$ cat src/hdl/cbad_pkg.sv
// Shared types and constants for the CPU bus address decoder.
package cbad_pkg;

	typedef struct packed {
		logic        kind;
		logic        word_access;
		logic [23:0] address;
		logic [15:0] write_data;
		logic        sound_bus_held;
	} req_t;

	typedef struct packed {
		logic [3:0]  target;
		logic [21:0] local_addr;
		logic [1:0]  byte_lanes;
		logic [2:0]  device_place;
		logic [15:0] fill_value;
		logic [15:0] write_value;
		logic        lockup;
	} rsp_t;

	localparam logic KIND_READ  = 1'b0;
	localparam logic KIND_WRITE = 1'b1;

	localparam logic [3:0] TGT_NONE     = 4'd0;
	localparam logic [3:0] TGT_ROM      = 4'd1;
	localparam logic [3:0] TGT_WORKRAM  = 4'd2;
	localparam logic [3:0] TGT_SOUNDRAM = 4'd3;
	localparam logic [3:0] TGT_IO       = 4'd4;
	localparam logic [3:0] TGT_VDATA    = 4'd5;
	localparam logic [3:0] TGT_VCTRL    = 4'd6;
	localparam logic [3:0] TGT_VCOUNTER = 4'd7;
	localparam logic [3:0] TGT_ACKSTAT  = 4'd8;
	localparam logic [3:0] TGT_BUSREQ   = 4'd9;
	localparam logic [3:0] TGT_RESET    = 4'd10;
	localparam logic [3:0] TGT_BANK     = 4'd11;

	localparam logic [2:0] PLACE_NONE        = 3'd0;
	localparam logic [2:0] PLACE_WORD        = 3'd1;
	localparam logic [2:0] PLACE_HIGH_TO_LOW = 3'd2;
	localparam logic [2:0] PLACE_LOW_BYTE    = 3'd3;
	localparam logic [2:0] PLACE_BYTE_REP    = 3'd4;
	localparam logic [2:0] PLACE_LOW_TO_HIGH = 3'd5;

	localparam logic [15:0] OPEN_BUS_WORD = 16'h4E71;
	localparam logic [23:0] OPEN_BUS_HIGH = 24'hC00000;
	localparam logic [23:0] SOUND_LAST    = 24'hA0FFFF;
	localparam logic [23:0] IO_LAST       = 24'hA1001F;
	localparam logic [23:0] VDP_MASK      = 24'hE700E0;
	localparam logic [23:0] VDP_MATCH     = 24'hC00000;

endpackage

$ cat src/hdl/cpu_bus_address_decoder.sv
// Top level of the CPU bus address decoder: input register, decode and result register.
//
// The block takes one CPU bus transaction on the req channel (read or write, byte or
// word, 24-bit address, write data and the sound bus grant state) and returns one
// decoded transaction on the rsp channel: the target device, the local address,
// the byte lanes, how device read data is placed, the open-bus fill value, the
// prepared write value and the lockup flag for illegal regions.
// Both channels use valid and stall; a transaction moves at a rising edge where
// valid is high and stall is low.
// From acceptance on req to rsp_valid, the request is registered, decoded by a
// short block of logic, and the result is registered.
// Throughput is one transaction per cycle while rsp_stall is low; the decode
// has no state and no loop. When the receiver stalls, the result register holds. An empty input register still
// takes one more transaction; once both registers are full, req_stall follows
// rsp_stall in the same cycle, since it is formed from it combinationally.
// Reset (arst_n low, asynchronous) empties both stages; nothing else is cleared
// because the decode keeps no state between transactions.
module cpu_bus_address_decoder (
	input  logic            clk,
	input  logic            arst_n,
	input  logic            req_valid,
	output logic            req_stall,
	input  cbad_pkg::req_t  req,
	output logic            rsp_valid,
	input  logic            rsp_stall,
	output cbad_pkg::rsp_t  rsp
);

	logic            valid_s1;
	cbad_pkg::req_t  req_s1;
	logic            valid_s2;
	cbad_pkg::rsp_t  rsp_s2;
	cbad_pkg::rsp_t  rsp_dec;
	logic            hold_s2;
	logic            adv_s1;

	// The result stage holds while a finished transaction waits on the receiver.
	assign hold_s2   = valid_s2 && rsp_stall;
	// The input stage moves on whenever the result stage can take its contents.
	assign adv_s1    = !hold_s2;
	assign req_stall = valid_s1 && hold_s2;

	always_ff @(posedge clk or negedge arst_n) begin
		if (!arst_n) begin
			valid_s1 <= 1'b0;
			valid_s2 <= 1'b0;
		end else begin
			if (!req_stall) begin
				valid_s1 <= req_valid;
			end
			if (adv_s1) begin
				valid_s2 <= valid_s1;
			end
		end
	end

	// Payload registers load only with a live transaction and need no reset.
	always_ff @(posedge clk) begin
		if (req_valid && !req_stall) begin
			req_s1 <= req;
		end
		if (valid_s1 && adv_s1) begin
			rsp_s2 <= rsp_dec;
		end
	end

	cbad_decode u_decode (
		.req (req_s1),
		.rsp (rsp_dec)
	);

	assign rsp_valid = valid_s2;
	assign rsp       = rsp_s2;

`ifndef ASSERT_OFF
	// A transaction in the input stage with room ahead shows up as a result next cycle.
	a_advance: assert property (@(posedge clk) disable iff (!arst_n)
		(valid_s1 && !(valid_s2 && rsp_stall)) |=> rsp_valid)
		else $error("decoded transaction did not reach the result stage");

	// An illegal region never selects a device.
	a_lock_none: assert property (@(posedge clk) disable iff (!arst_n)
		(rsp_valid && rsp.lockup) |-> (rsp.target == cbad_pkg::TGT_NONE))
		else $error("lockup raised together with a target");

	// Byte lanes are only given for the word memories.
	a_lanes: assert property (@(posedge clk) disable iff (!arst_n)
		(rsp_valid && rsp.byte_lanes != 2'd0) |->
		(rsp.target == cbad_pkg::TGT_ROM || rsp.target == cbad_pkg::TGT_WORKRAM))
		else $error("byte lanes set for a target that is not ROM or work RAM");

	// Without a target there is nothing to write to.
	a_no_write: assert property (@(posedge clk) disable iff (!arst_n)
		(rsp_valid && rsp.target == cbad_pkg::TGT_NONE) |-> (rsp.write_value == 16'h0000))
		else $error("write value prepared with no target");
`endif

endmodule

$ cat src/hdl/cbad_decode.sv
// Combinational decode of one bus transaction into target, lanes, placement and fill.
module cbad_decode (
	input  cbad_pkg::req_t req,
	output cbad_pkg::rsp_t rsp
);

	localparam logic [2:0] REG_ROM0  = 3'd0;
	localparam logic [2:0] REG_ROM1  = 3'd1;
	localparam logic [2:0] REG_OPEN0 = 3'd2;
	localparam logic [2:0] REG_OPEN1 = 3'd3;
	localparam logic [2:0] REG_ILLEG = 3'd4;
	localparam logic [2:0] REG_SOUND = 3'd5;
	localparam logic [2:0] REG_VDP   = 3'd6;
	localparam logic [2:0] REG_WRAM  = 3'd7;

	localparam logic [1:0] SND_RAM0 = 2'd0;
	localparam logic [1:0] SND_RAM1 = 2'd1;
	localparam logic [1:0] SND_GAP  = 2'd2;
	localparam logic [1:0] SND_CTRL = 2'd3;

	localparam logic [7:0] PAGE_IO     = 8'h00;
	localparam logic [7:0] PAGE_BUSREQ = 8'h11;
	localparam logic [7:0] PAGE_RESET  = 8'h12;
	localparam logic [7:0] PAGE_BANK   = 8'h60;
	localparam logic [7:0] PAGE_LOCK   = 8'h7F;

	logic        wd;
	logic [23:0] a;
	logic [1:0]  lm;
	logic [15:0] open_w;
	logic [15:0] openv;
	logic [15:0] ones;
	logic [7:0]  v8;
	logic        bit_v;
	logic [7:0]  sub;
	logic [4:0]  r;
	logic        quiet;
	logic        vdp_hit;
	logic        in_sound;
	logic        in_io;
	logic [7:0]  bank_page;

	always_comb begin
		wd       = req.word_access;
		a        = wd ? {req.address[23:1], 1'b0} : req.address;
		lm       = wd ? 2'b11 : (a[0] ? 2'b01 : 2'b10);
		open_w   = (a >= cbad_pkg::OPEN_BUS_HIGH) ? cbad_pkg::OPEN_BUS_WORD
			: {cbad_pkg::OPEN_BUS_WORD[15:8], 8'h00};
		openv    = wd ? open_w : (a[0] ? {8'h00, open_w[7:0]} : {8'h00, open_w[15:8]});
		ones     = wd ? 16'hFFFF : 16'h00FF;
		v8       = req.write_data[7:0];
		bit_v    = wd ? req.write_data[8] : req.write_data[0];
		sub      = a[15:8];
		r        = a[4:0];
		quiet    = (sub == 8'h10) || (sub == 8'h12) || (sub == 8'h13) ||
			(sub == 8'h20) || (sub == 8'h30);
		vdp_hit  = (a & cbad_pkg::VDP_MASK) == cbad_pkg::VDP_MATCH;
		in_sound = a <= cbad_pkg::SOUND_LAST;
		in_io    = a <= cbad_pkg::IO_LAST;
		// Word writes only see bits 14..8 when matching the bank page.
		bank_page = wd ? {1'b0, a[14:8]} : a[15:8];
		rsp      = '0;

		if (req.kind == cbad_pkg::KIND_READ) begin
			case (a[23:21])
				REG_ROM0, REG_ROM1: begin
					rsp.target     = cbad_pkg::TGT_ROM;
					rsp.local_addr = a[21:0];
					rsp.byte_lanes = lm;
				end
				REG_WRAM: begin
					rsp.target     = cbad_pkg::TGT_WORKRAM;
					rsp.local_addr = {6'd0, a[15:0]};
					rsp.byte_lanes = lm;
				end
				REG_OPEN0, REG_OPEN1: begin
					rsp.fill_value = openv;
				end
				REG_ILLEG: begin
					rsp.lockup     = 1'b1;
					rsp.fill_value = ones;
				end
				REG_SOUND: begin
					if (in_sound) begin
						if (req.sound_bus_held) begin
							rsp.fill_value = openv;
						end else begin
							case (a[14:13])
								SND_RAM0, SND_RAM1: begin
									rsp.target       = cbad_pkg::TGT_SOUNDRAM;
									rsp.local_addr   = {9'd0, a[12:0]};
									rsp.device_place = wd ? cbad_pkg::PLACE_BYTE_REP
										: cbad_pkg::PLACE_LOW_BYTE;
								end
								SND_GAP: begin
									rsp.fill_value = wd ? 16'hFFFF : 16'h0000;
								end
								default: begin
									rsp.lockup     = (a[15:8] == PAGE_LOCK);
									rsp.fill_value = ones;
								end
							endcase
						end
					end else if (!wd) begin
						if (sub == PAGE_IO && in_io) begin
							rsp.target       = cbad_pkg::TGT_IO;
							rsp.local_addr   = {18'd0, a[4:1]};
							rsp.device_place = cbad_pkg::PLACE_LOW_BYTE;
						end else if (sub == PAGE_BUSREQ && !a[0]) begin
							rsp.target       = cbad_pkg::TGT_ACKSTAT;
							rsp.device_place = cbad_pkg::PLACE_LOW_BYTE;
							rsp.fill_value   = openv & 16'h00FE;
						end else if (sub == PAGE_IO || sub == PAGE_BUSREQ || quiet) begin
							rsp.fill_value = openv;
						end else begin
							rsp.lockup     = 1'b1;
							rsp.fill_value = ones;
						end
					end else begin
						if (in_io) begin
							rsp.target       = cbad_pkg::TGT_IO;
							rsp.local_addr   = {18'd0, a[4:1]};
							rsp.device_place = cbad_pkg::PLACE_BYTE_REP;
						end else if (sub == PAGE_BUSREQ) begin
							rsp.target       = cbad_pkg::TGT_ACKSTAT;
							rsp.device_place = cbad_pkg::PLACE_LOW_TO_HIGH;
							rsp.fill_value   = openv & 16'hFEFF;
						end else if (quiet) begin
							rsp.fill_value = openv;
						end else begin
							rsp.lockup     = 1'b1;
							rsp.fill_value = ones;
						end
					end
				end
				default: begin
					if (!vdp_hit) begin
						rsp.lockup     = 1'b1;
						rsp.fill_value = ones;
					end else if (!r[4]) begin
						if (r[3:2] == 2'd0) begin
							rsp.target = cbad_pkg::TGT_VDATA;
						end else if (!r[3]) begin
							rsp.target = cbad_pkg::TGT_VCTRL;
							rsp.fill_value = wd ? (openv & 16'hFC00)
								: (a[0] ? 16'h0000 : (openv & 16'h00FC));
						end else begin
							rsp.target = cbad_pkg::TGT_VCOUNTER;
						end
						rsp.device_place = wd ? cbad_pkg::PLACE_WORD
							: (r[0] ? cbad_pkg::PLACE_LOW_BYTE : cbad_pkg::PLACE_HIGH_TO_LOW);
					end else if (!r[3]) begin
						rsp.lockup     = 1'b1;
						rsp.fill_value = ones;
					end else begin
						rsp.fill_value = openv;
					end
				end
			endcase
		end else begin
			case (a[23:21])
				REG_ROM0, REG_ROM1, REG_OPEN0, REG_OPEN1: begin
					rsp.target = cbad_pkg::TGT_NONE;
				end
				REG_ILLEG: begin
					rsp.lockup = 1'b1;
				end
				REG_WRAM: begin
					rsp.target      = cbad_pkg::TGT_WORKRAM;
					rsp.local_addr  = {6'd0, a[15:0]};
					rsp.byte_lanes  = lm;
					rsp.write_value = wd ? req.write_data : {v8, v8};
				end
				REG_VDP: begin
					if (!vdp_hit) begin
						rsp.lockup = 1'b1;
					end else if (r[4:3] == 2'd0) begin
						rsp.target      = r[2] ? cbad_pkg::TGT_VCTRL : cbad_pkg::TGT_VDATA;
						rsp.write_value = wd ? req.write_data : {v8, v8};
					end else if (!r[4]) begin
						rsp.lockup = 1'b1;
					end
				end
				default: begin
					if (in_sound) begin
						if (!req.sound_bus_held) begin
							case (a[14:13])
								SND_RAM0, SND_RAM1: begin
									rsp.target      = cbad_pkg::TGT_SOUNDRAM;
									rsp.local_addr  = {9'd0, a[12:0]};
									rsp.write_value = wd ? {8'h00, req.write_data[15:8]}
										: {8'h00, v8};
								end
								SND_GAP: begin
									rsp.target = cbad_pkg::TGT_NONE;
								end
								default: begin
									if (bank_page == PAGE_BANK) begin
										rsp.target      = cbad_pkg::TGT_BANK;
										rsp.write_value = {15'd0, bit_v};
									end else if (bank_page == PAGE_LOCK) begin
										rsp.lockup = 1'b1;
									end
								end
							endcase
						end
					end else if (in_io) begin
						if (wd || a[0]) begin
							rsp.target      = cbad_pkg::TGT_IO;
							rsp.local_addr  = {18'd0, a[4:1]};
							rsp.write_value = {8'h00, v8};
						end
					end else if (sub == PAGE_BUSREQ) begin
						if (wd || !a[0]) begin
							rsp.target      = cbad_pkg::TGT_BUSREQ;
							rsp.write_value = {15'd0, bit_v};
						end
					end else if (sub == PAGE_RESET) begin
						rsp.target      = cbad_pkg::TGT_RESET;
						rsp.write_value = {15'd0, bit_v};
					end else if (!quiet) begin
						rsp.lockup = 1'b1;
					end
				end
			endcase
		end
	end

endmodule

$ cat config.mk
export PLATFORM = sky130hd
export DESIGN_NAME = cpu_bus_address_decoder
export DESIGN_NICKNAME = d
export VERILOG_FILES = /design/src/hdl/cbad_pkg.sv /design/src/hdl/cpu_bus_address_decoder.sv /design/src/hdl/cbad_decode.sv
export SDC_FILE = /design/constraint.sdc
export NUM_CORES = 1
export LEC_CHECK = 0
export BUFFER_PORTS_ARGS = -buffer_cell sky130_fd_sc_hd__buf_2
export CORE_ASPECT_RATIO = 1.2
export CORE_UTILIZATION = 49
export CTS_CLUSTER_SIZE = 24
export DETAILED_ROUTE_END_ITERATION = 8
export PLACE_DENSITY = 0.82
export SLEW_MARGIN = 20
export SYNTH_ARGS = -nofsm -noshare
export SYNTH_HDL_FRONTEND = slang
export SYNTH_HIERARCHICAL = 1
export SYNTH_SLANG_ARGS = --single-unit
$ cat constraint.sdc
create_clock -name clk -period 5.2 [get_ports clk]
set_input_delay 0.52 -clock clk [delete_from_list [all_inputs] [get_ports clk]]
set_output_delay 0.52 -clock clk [all_outputs]
set_load 0.02 [all_outputs]
; Yosys cells after proc, flatten, opt, wreduce, memory -nomap -nowiden
; Index checks and enable logic that the tools add are counted.
; W data, S select, Z words.
[totals]
reg_bits = 109
latchBits = 0
ramBits = 0
rom_bits = 0
input_bits = 47
output_inout_bits = 66
elab_cells = 182
mem_count = 0
[classes]
addsub = 0
mul = 0
n_div = 0
order_cmp = 3
eq_ne = 19
shift = 0
n_mux = 114
n_bitwise = 0
reduce_logical = 32
[op_table]
columns = operator, count
row1 = $mux W16, 21
row2 = $mux W26, 5
row3 = $pmux W22 S3, 1
row4 = $mux W4, 16
row5 = $pmux W16 S2, 2
row6 = $pmux W16 S4, 1
row7 = $le A24 B24 Y1 const B, 2
row8 = $pmux W16 S3, 1
row9 = $pmux W22 S2, 1
row10 = $mux W8, 5
row11 = $mux W19, 2
row12 = $mux W17, 2
row13 = $eq A8 B5 Y1 const B, 4
row14 = $mux W1, 30
row15 = $mux W28, 1
row16 = $mux W25, 1
row17 = $eq A8 B7 Y1 const B, 3
row18 = $ge A24 B24 Y1 const B, 1
row19 = $mux W24, 1
row20 = $mux W3, 8
row21 = $mux W22, 1
row22 = $eq A8 B6 Y1 const B, 2
row23 = $pmux W4 S4, 1
row24 = $mux W2, 7
row25 = other kinds (22), 49

; Longest topological paths before layout
; Gate-level depths: netlist of run 1.
[depth]
ltp_word = 13
depth_mapped = 8
mapped_depth_nobuf = 5

; By module
; Netlist of run 1, hierarchy kept.
[by_module_without_submodules]
columns = mod, n_inst, cells_per_inst, area_per_inst_um2, seq_area_each_um2
row1 = cpu_bus_address_decoder, 1, 115, 3305.7, 3263.1
row2 = cbad_decode, 1, 268, 1714.1, 0.0

; Worst setup path before layout of run 1
; Ideal clock, no wire load.
[synth_timing]
path_type = register to register
from = reg valid_s2, in the netlist rsp_valid
to = reg rsp_s2 (netlist bit rsp[0]), enable pin
setup_time_ns = 0.584
arrival_ns = 5.175
required_time_ns = 4.616
slack_ns = -0.559
path_stages_with_launch = 2
path_buffers = 0
period_less_slack_ns = 5.759
path_cell_list = dfrtp_1 > a21boi_0
[synth_via]
elab_chain_cells = 3
[synth_rtl]
columns = element, line_no
row1 = "start, declared", cpu_bus_address_decoder.sv:31  ; logic valid_s2;
row2 = "start signal, assigned", cpu_bus_address_decoder.sv:52  ; valid_s2 <= valid_s1;
row3 = $logic_and A1 B1 Y1, cpu_bus_address_decoder.sv:38  ; assign hold_s2 = valid_s2 && rsp_stall;
row4 = $logic_not A1 Y1, cpu_bus_address_decoder.sv:40  ; assign adv_s1 = !hold_s2;
row5 = $logic_and A1 B1 Y1, cpu_bus_address_decoder.sv:62  ; if (valid_s1 && adv_s1) begin
row6 = "end signal, assigned", cpu_bus_address_decoder.sv:63  ; rsp_s2 <= rsp_dec;
row7 = "end, declared", cpu_bus_address_decoder.sv:32  ; cbad_pkg::rsp_t rsp_s2;
; Every way passes these cells.
; A chain may end at the register's enable or synchronous reset.

; Worst setup path in the final report of run 1
[layout_timing]
from = reg req_s1[40] (netlist bit)
to = reg rsp_s2 (netlist bit rsp[1]) (data pin)
[layout_via]
elab_chain_cells = 4
elab_cells_between_ends = 15
cone_classes = order compare (2) / eq/ne (7) / mux (4) / reduce/logical (2)
[layout_rtl]
columns = element, line_no
row1 = "start, declared", cpu_bus_address_decoder.sv:30  ; cbad_pkg::req_t req_s1;
row2 = "start signal, assigned", cpu_bus_address_decoder.sv:60  ; req_s1 <= req;
row3 = $le A24 B24 Y1, cbad_decode.sv:59  ; in_io = a <= cbad_pkg::IO_LAST;
row4 = $mux W16, cbad_decode.sv:207  ; end else if (in_io) begin
row5 = $mux W17, cbad_decode.sv:185  ; if (in_sound) begin
row6 = $pmux W16 S3 (*), cbad_decode.sv:161  ; case (a[23:21])
; Every way passes the cells marked *; elsewhere a longest branch is shown, timed or not.

==> flow_summary.ini, run 1 <==
[detailed_routing]
drtIter0Drc = 296
wl_per_cell_um = 18.92
remaining_drc_errors = 0
drtPass1Iterations = 5
routed_via_density = 5.931
drtAntennaViolNets = 0
vias = 3671
wl_mm = 11.71

[finish]
synthToLayoutAreaGrowth_pct = 17.77
nFillCells = 854
drive_above_1_share_pct = 31.85
n_antenna_cell = 0
nets = 535

[setup_path]
rrSetupSlack_ns = 2.36
critical_path.max_fanout = 22
critPathKind = reg -> reg
required_ns = 5.28
startpoint_type = flip-flop
critical_path.endpoint_type = flip-flop
crit_arrival_ns = 2.92

[min_path]
hold_path_class = in -> reg

[timing]
fmax_ghz = 0.3524
finalCritPeriodShare_pct = 54.57
setup_viol = 0
slew_headroom_pct = 32.63
skew_ns = 0.009819
hold_slack_ns = 0.3419
fin_setup_tns_ns = 0
finalHoldViolations = 0
min_period_ns = 2.837
slew_viol_final = 0
rsz0062_at_grt = no
max_slew.worst_pin.slew_ns = 1.010

[logic_synthesis]
yosysSeqAreaShare_pct = 65.00
synth_fp_nets = 430
synthesis.area_mm2 = 0.005020
synth_edf_count = 107
yosysMostFrequentCell = edfxtp_1
synth.yosys.warnings = 6
yosysTopAreaCell = edfxtp_1
synth_common_cells = edfxtp_1 (107), a21oi_1 (26), nor2_1 (25), nand2_1 (23), and2_1 (19)
ys_types = 67
synth_flop_cell = edfxtp_1
synth_area_leaders = edfxtp_1 (64%), a21oi_1 (2.6%), and2_1 (2.4%)
synth_top_area_share_pct = 64.01
ys_ff_latch = 109
async_reset_ff_share_pct = 1.835
synthCells = 383
syn_avg_cell_area_um2 = 13.11

[clock_tree]
cts-root-buf = clkbuf_16
numCtsBuffers = 9
htreeDepth = 3
cts.sinks = 109
clk_latency_ns = 0.35
cts_tree = yes
clock_path_buffers = 2
cts.clk_slew.worst_paths_ns = 0.07

[placement]
dpl.hpwl_mm = 8.510
io_buffers = 112
gp_congestion = 0.9457

[floorplanning]
fp.dieH_um = 112.9
die_x_um = 94.40
start_util_pct = 50.15
io_pins = 113
std_cell_rows = 40
core_area_mm2 = 0.01001
die_area_mm2 = 0.01065

[flow_run]
maxCapViolCount = 0

[power]
p_leak_nw = 2.228
ir_drop_v = 0.0001922
power.density_mw_per_mm2 = 327.4

[status]
status = complete, no violations

[global_route]
track_usage_pct = 23.24
grt_pass1_vias = 3518
grt_max_degree = 65
grt_pass1_wl_mm = 18.14
overflow = 0
antenna_found_initial = 0
[power breakdown]
group          internal [mW]  switching, mW
Sequential              1.04         0.0407
Combinational         0.0796          0.167
Clock                  0.322          0.284
[cells by family after synthesis]
logic type             after synthesis  share of synthesized area, %
AOI/OAI and AO/OA                  108                         15.03
and+or+nand+nor                    125                         14.98
muxes                                8                         1.620
buffers and inverters               33                         3.365
DFF                                109                         65.00
[flip-flops by register name, indices dropped and copies added (netlist names)]
register / flops
rsp: 64
req_s1: 43
valid_s1: 1
rsp_valid: 1
[metrics by stage]
step | cell area, um2 | utilization [%] | std cells | setup WS, ns | total power [mW]
after floorplan | 5020 | - | 383 | 1.127 | 1.261
after global placement | 5642 | 56.36 | 602 | 2.507 | 1.341
after detailed placement | 5642 | 56.36 | 602 | 2.479 | 1.347
after CTS | 5912 | 59.06 | 619 | 2.445 | 1.952
after global routing | 5912 | 59.06 | 619 | 2.186 | 2.007
final | 5912 | 59.06 | 619 | 2.363 | 1.935
[final cells by class]
cell class                 instances  area [um2]  share of cell area, %
clock buffer                      11       232.7                  3.937
inverter                          12       45.04                 0.7619
sequential                       109        3263                  55.20
timing repair buffer             115       585.6                  9.905
multi-input combinational        241        1600                  27.07
tap                              126       157.7                  2.667
clock inverter                     5       27.53                 0.4656
[routing by layer]
metal  vias up  wire, um  GRT usage, %
met2       180      5978         37.39
li1       1697         -             -
met5         -         0             0
met4         0       380         12.72
met1      1766      4618         29.10
met3        28       736         4.906
[placed cells by master, fill, tap and decap left out, types with 5 or more instances in the layout]
cell type,Yosys,final
nand3_1,5,5
o21ai_1,10,10
and2_1,19,18
clkbuf_16,0,9
a21oi_1,26,26
mux2i_1,7,7
inv_1,10,10
buf_2,3,112
nor2_1,25,25
nor3_1,13,13
a22o_1,5,5
o21ai_0,14,14
nand2_1,23,23
edfxtp_1,107,107
a211oi_1,9,9
[path summary, 6_finish.rpt]
path / cells past startpoint / from / endpoint
max: 5 / req_s1[40]$_DFFE_PP_ / rsp[1]$_DFFE_PP_
min: 1 / req[5] / req_s1[5]$_DFFE_PP_
max reg2reg: 5 / req_s1[40]$_DFFE_PP_ / rsp[1]$_DFFE_PP_
min reg2reg: 1 / valid_s1$_DFFE_PN0N_ / rsp_valid$_DFFE_PN0N_
max in group asynchronous: 2 / arst_n / rsp_valid$_DFFE_PN0N_
min in group asynchronous: 2 / arst_n / valid_s1$_DFFE_PN0N_
[worst max-delay path, cell delays in order, from the launching register on]
cell      delay, ns
edfxtp_1       0.83
nand3b_2       0.30
o32ai_2        0.85
a21oi_1        0.17
o21ai_0        0.28
o211ai_1       0.15
[repair_timing]
action,in CTS,in global routing
hold endpoints to repair,2,0
buffers inserted,0,0
resized for setup,0,0
hold buffers,1,0
(Power assumes the default switching activity.)
==> run 2, diff against run 1 <==
CORE_UTILIZATION = 54   (was 49)
PLACE_DENSITY = 0.86   (was 0.82)
clock period = 2.7 ns   (was 5.2 ns; I/O delays follow)
==> run 2 against run 1 <==
  * Clock skew is 0.0017 ns lower
  * Global-route usage is 1.4 points higher
  * Sequential share of layout area is 0.39 points lower
==> flow_summary.ini, run 2 (synthesis results as in run 1) <==
[status]
status = complete, no violations

[floorplanning]
fp.dieH_um = 107.6
die_x_um = 90.02
die_area_mm2 = 0.009687
start_util_pct = 55.57
io_pins = 113
std_cell_rows = 38
core_area_mm2 = 0.009034

[global_route]
overflow = 0
grt_max_degree = 51
antenna_found_initial = 0
grt_pass1_vias = 3559
grt_pass1_wl_mm = 18.05
track_usage_pct = 24.61

[detailed_routing]
wl_mm = 11.46
wl_met2_mm = 5.778
routed_via_density = 5.785
vias = 3610
wl_met1_mm = 4.593
topRoutingLayerUsed = met4
dr_wl_met3_um = 676
remaining_drc_errors = 0
drtAntennaViolNets = 0
wl_per_cell_um = 18.37
drtPass1Iterations = 4
drtIter0Drc = 224

[timing]
fmax_ghz = 0.4332
slew_headroom_pct = 52.69
finalHoldViolations = 0
rsz0062_at_grt = no
finalCritPeriodShare_pct = 85.49
max_slew.worst_pin.slew_ns = 0.7038
fin_setup_tns_ns = 0
setup_viol = 0
slew_viol_final = 0
min_period_ns = 2.308
hold_slack_ns = 0.07415
skew_ns = 0.008106

[clock_tree]
cts.clk_slew.worst_paths_ns = 0.09
clk_latency_ns = 0.36
cts_tree = yes
numCtsBuffers = 9
post_cts_resized = 0
htreeDepth = 3
postCtsSetupBuffers = 0
clock_path_buffers = 2
cts.sinks = 109
cts-root-buf = clkbuf_8

[finish]
nFillCells = 678
fin_cells = 624
final_common_cell = buf_2
nets = 548
n_antenna_cell = 0
drive_above_1_share_pct = 33.53
largest_reg_flops = 64
synthToLayoutAreaGrowth_pct = 18.62
final_core_util_pct = 65.91
layout_common_cells = buf_2 (112), edfxtp_1 (107), a21oi_1 (26)

[placement]
gp_congestion = 0.9956
post-place-cells = 609
io_buffers = 112
dpl.hpwl_mm = 8.722

[min_path]
min-delay-start = req[7]
hold_path_class = in -> reg

[power]
ir_drop_v = 0.0003318
power.density_mw_per_mm2 = 600.4
finalPower_mw = 3.575
p_leak_nw = 2.267

[setup_path]
crit_arrival_ns = 2.43
cp-startpoint = req_s1[39]$_DFFE_PP_
critical_path.endpoint_type = flip-flop
regToRegStartpoint = req_s1[39]$_DFFE_PP_
critPathKind = reg -> reg
critical_path.max_fanout = 20
startpoint_type = flip-flop
required_ns = 2.83

[flow_run]
maxCapViolCount = 0
## run 2: changes by cell type in the layout (fill, tap and decap cells not counted), sizes merged
cell / before / now
clkinv: 7 / 4
bufinv: 0 / 2
buf: 114 / 127
clkbuf: 11 / 9
inv: 10 / 11
## run 2: final cells by class
cell class	count	area, um2	area share (%)
clock buffers	9	123.9	2.080
well taps	120	150.1	2.522
multi-input cells	241	1600	26.88
inverters	12	45.04	0.7565
repair buffers	128	695.7	11.68
flip-flops and latches	109	3263	54.80
clock inverters	5	76.32	1.282
## run 2: through the flow
step / cell area (um2) / setup WS [ns]
final: 5954 / 0.3919
after global routing: 5954 / 0.2739
after CTS: 5954 / 0.4180
after detailed placement: 5744 / 0.4414
after global placement: 5744 / 0.4778
after floorplan: 5024 / 0.005454
## run 2: critical path, stage by stage (launching register included)
cell      delay (ns)
edfxtp_1        0.41
buf_4           0.23
and4bb_2        0.39
nand2_2         0.14
o21ai_1         0.35
nand4_1         0.17
a21oi_1         0.40
## run 2: power breakdown
part,switching [mW],total [mW],internal (mW)
clock,0.491,1.00,0.509
sequential,0.0658,2.07,2.00
combinational,0.334,0.505,0.172
total,0.890,3.57,2.68
## run 2: layer usage
metal  up-vias  GRT usage (%)
li1       1710              -
met1      1700          29.03
met2       169          41.82
met3        31          6.144
met4         0          12.79
met5         -              0
## run 2: what timing repair did
item                       CTS  global route
hold endpoints to repair     2             0
hold buffers                 1             0
setup endpoints to repair    0             0
## run 2: final timing paths
check                                         to  cells past startpoint  slack, ns
setup / recovery               rsp[25]$_DFFE_PP_                      6       0.39
min in group asynchronous   valid_s1$_DFFE_PN0N_                      2       0.21
hold / removal               req_s1[7]$_DFFE_PP_                      1       0.07
max in group asynchronous  rsp_valid$_DFFE_PN0N_                      2       2.40
setup reg to reg               rsp[25]$_DFFE_PP_                      6       0.39
hold reg to reg            rsp_valid$_DFFE_PN0N_                      1       0.53
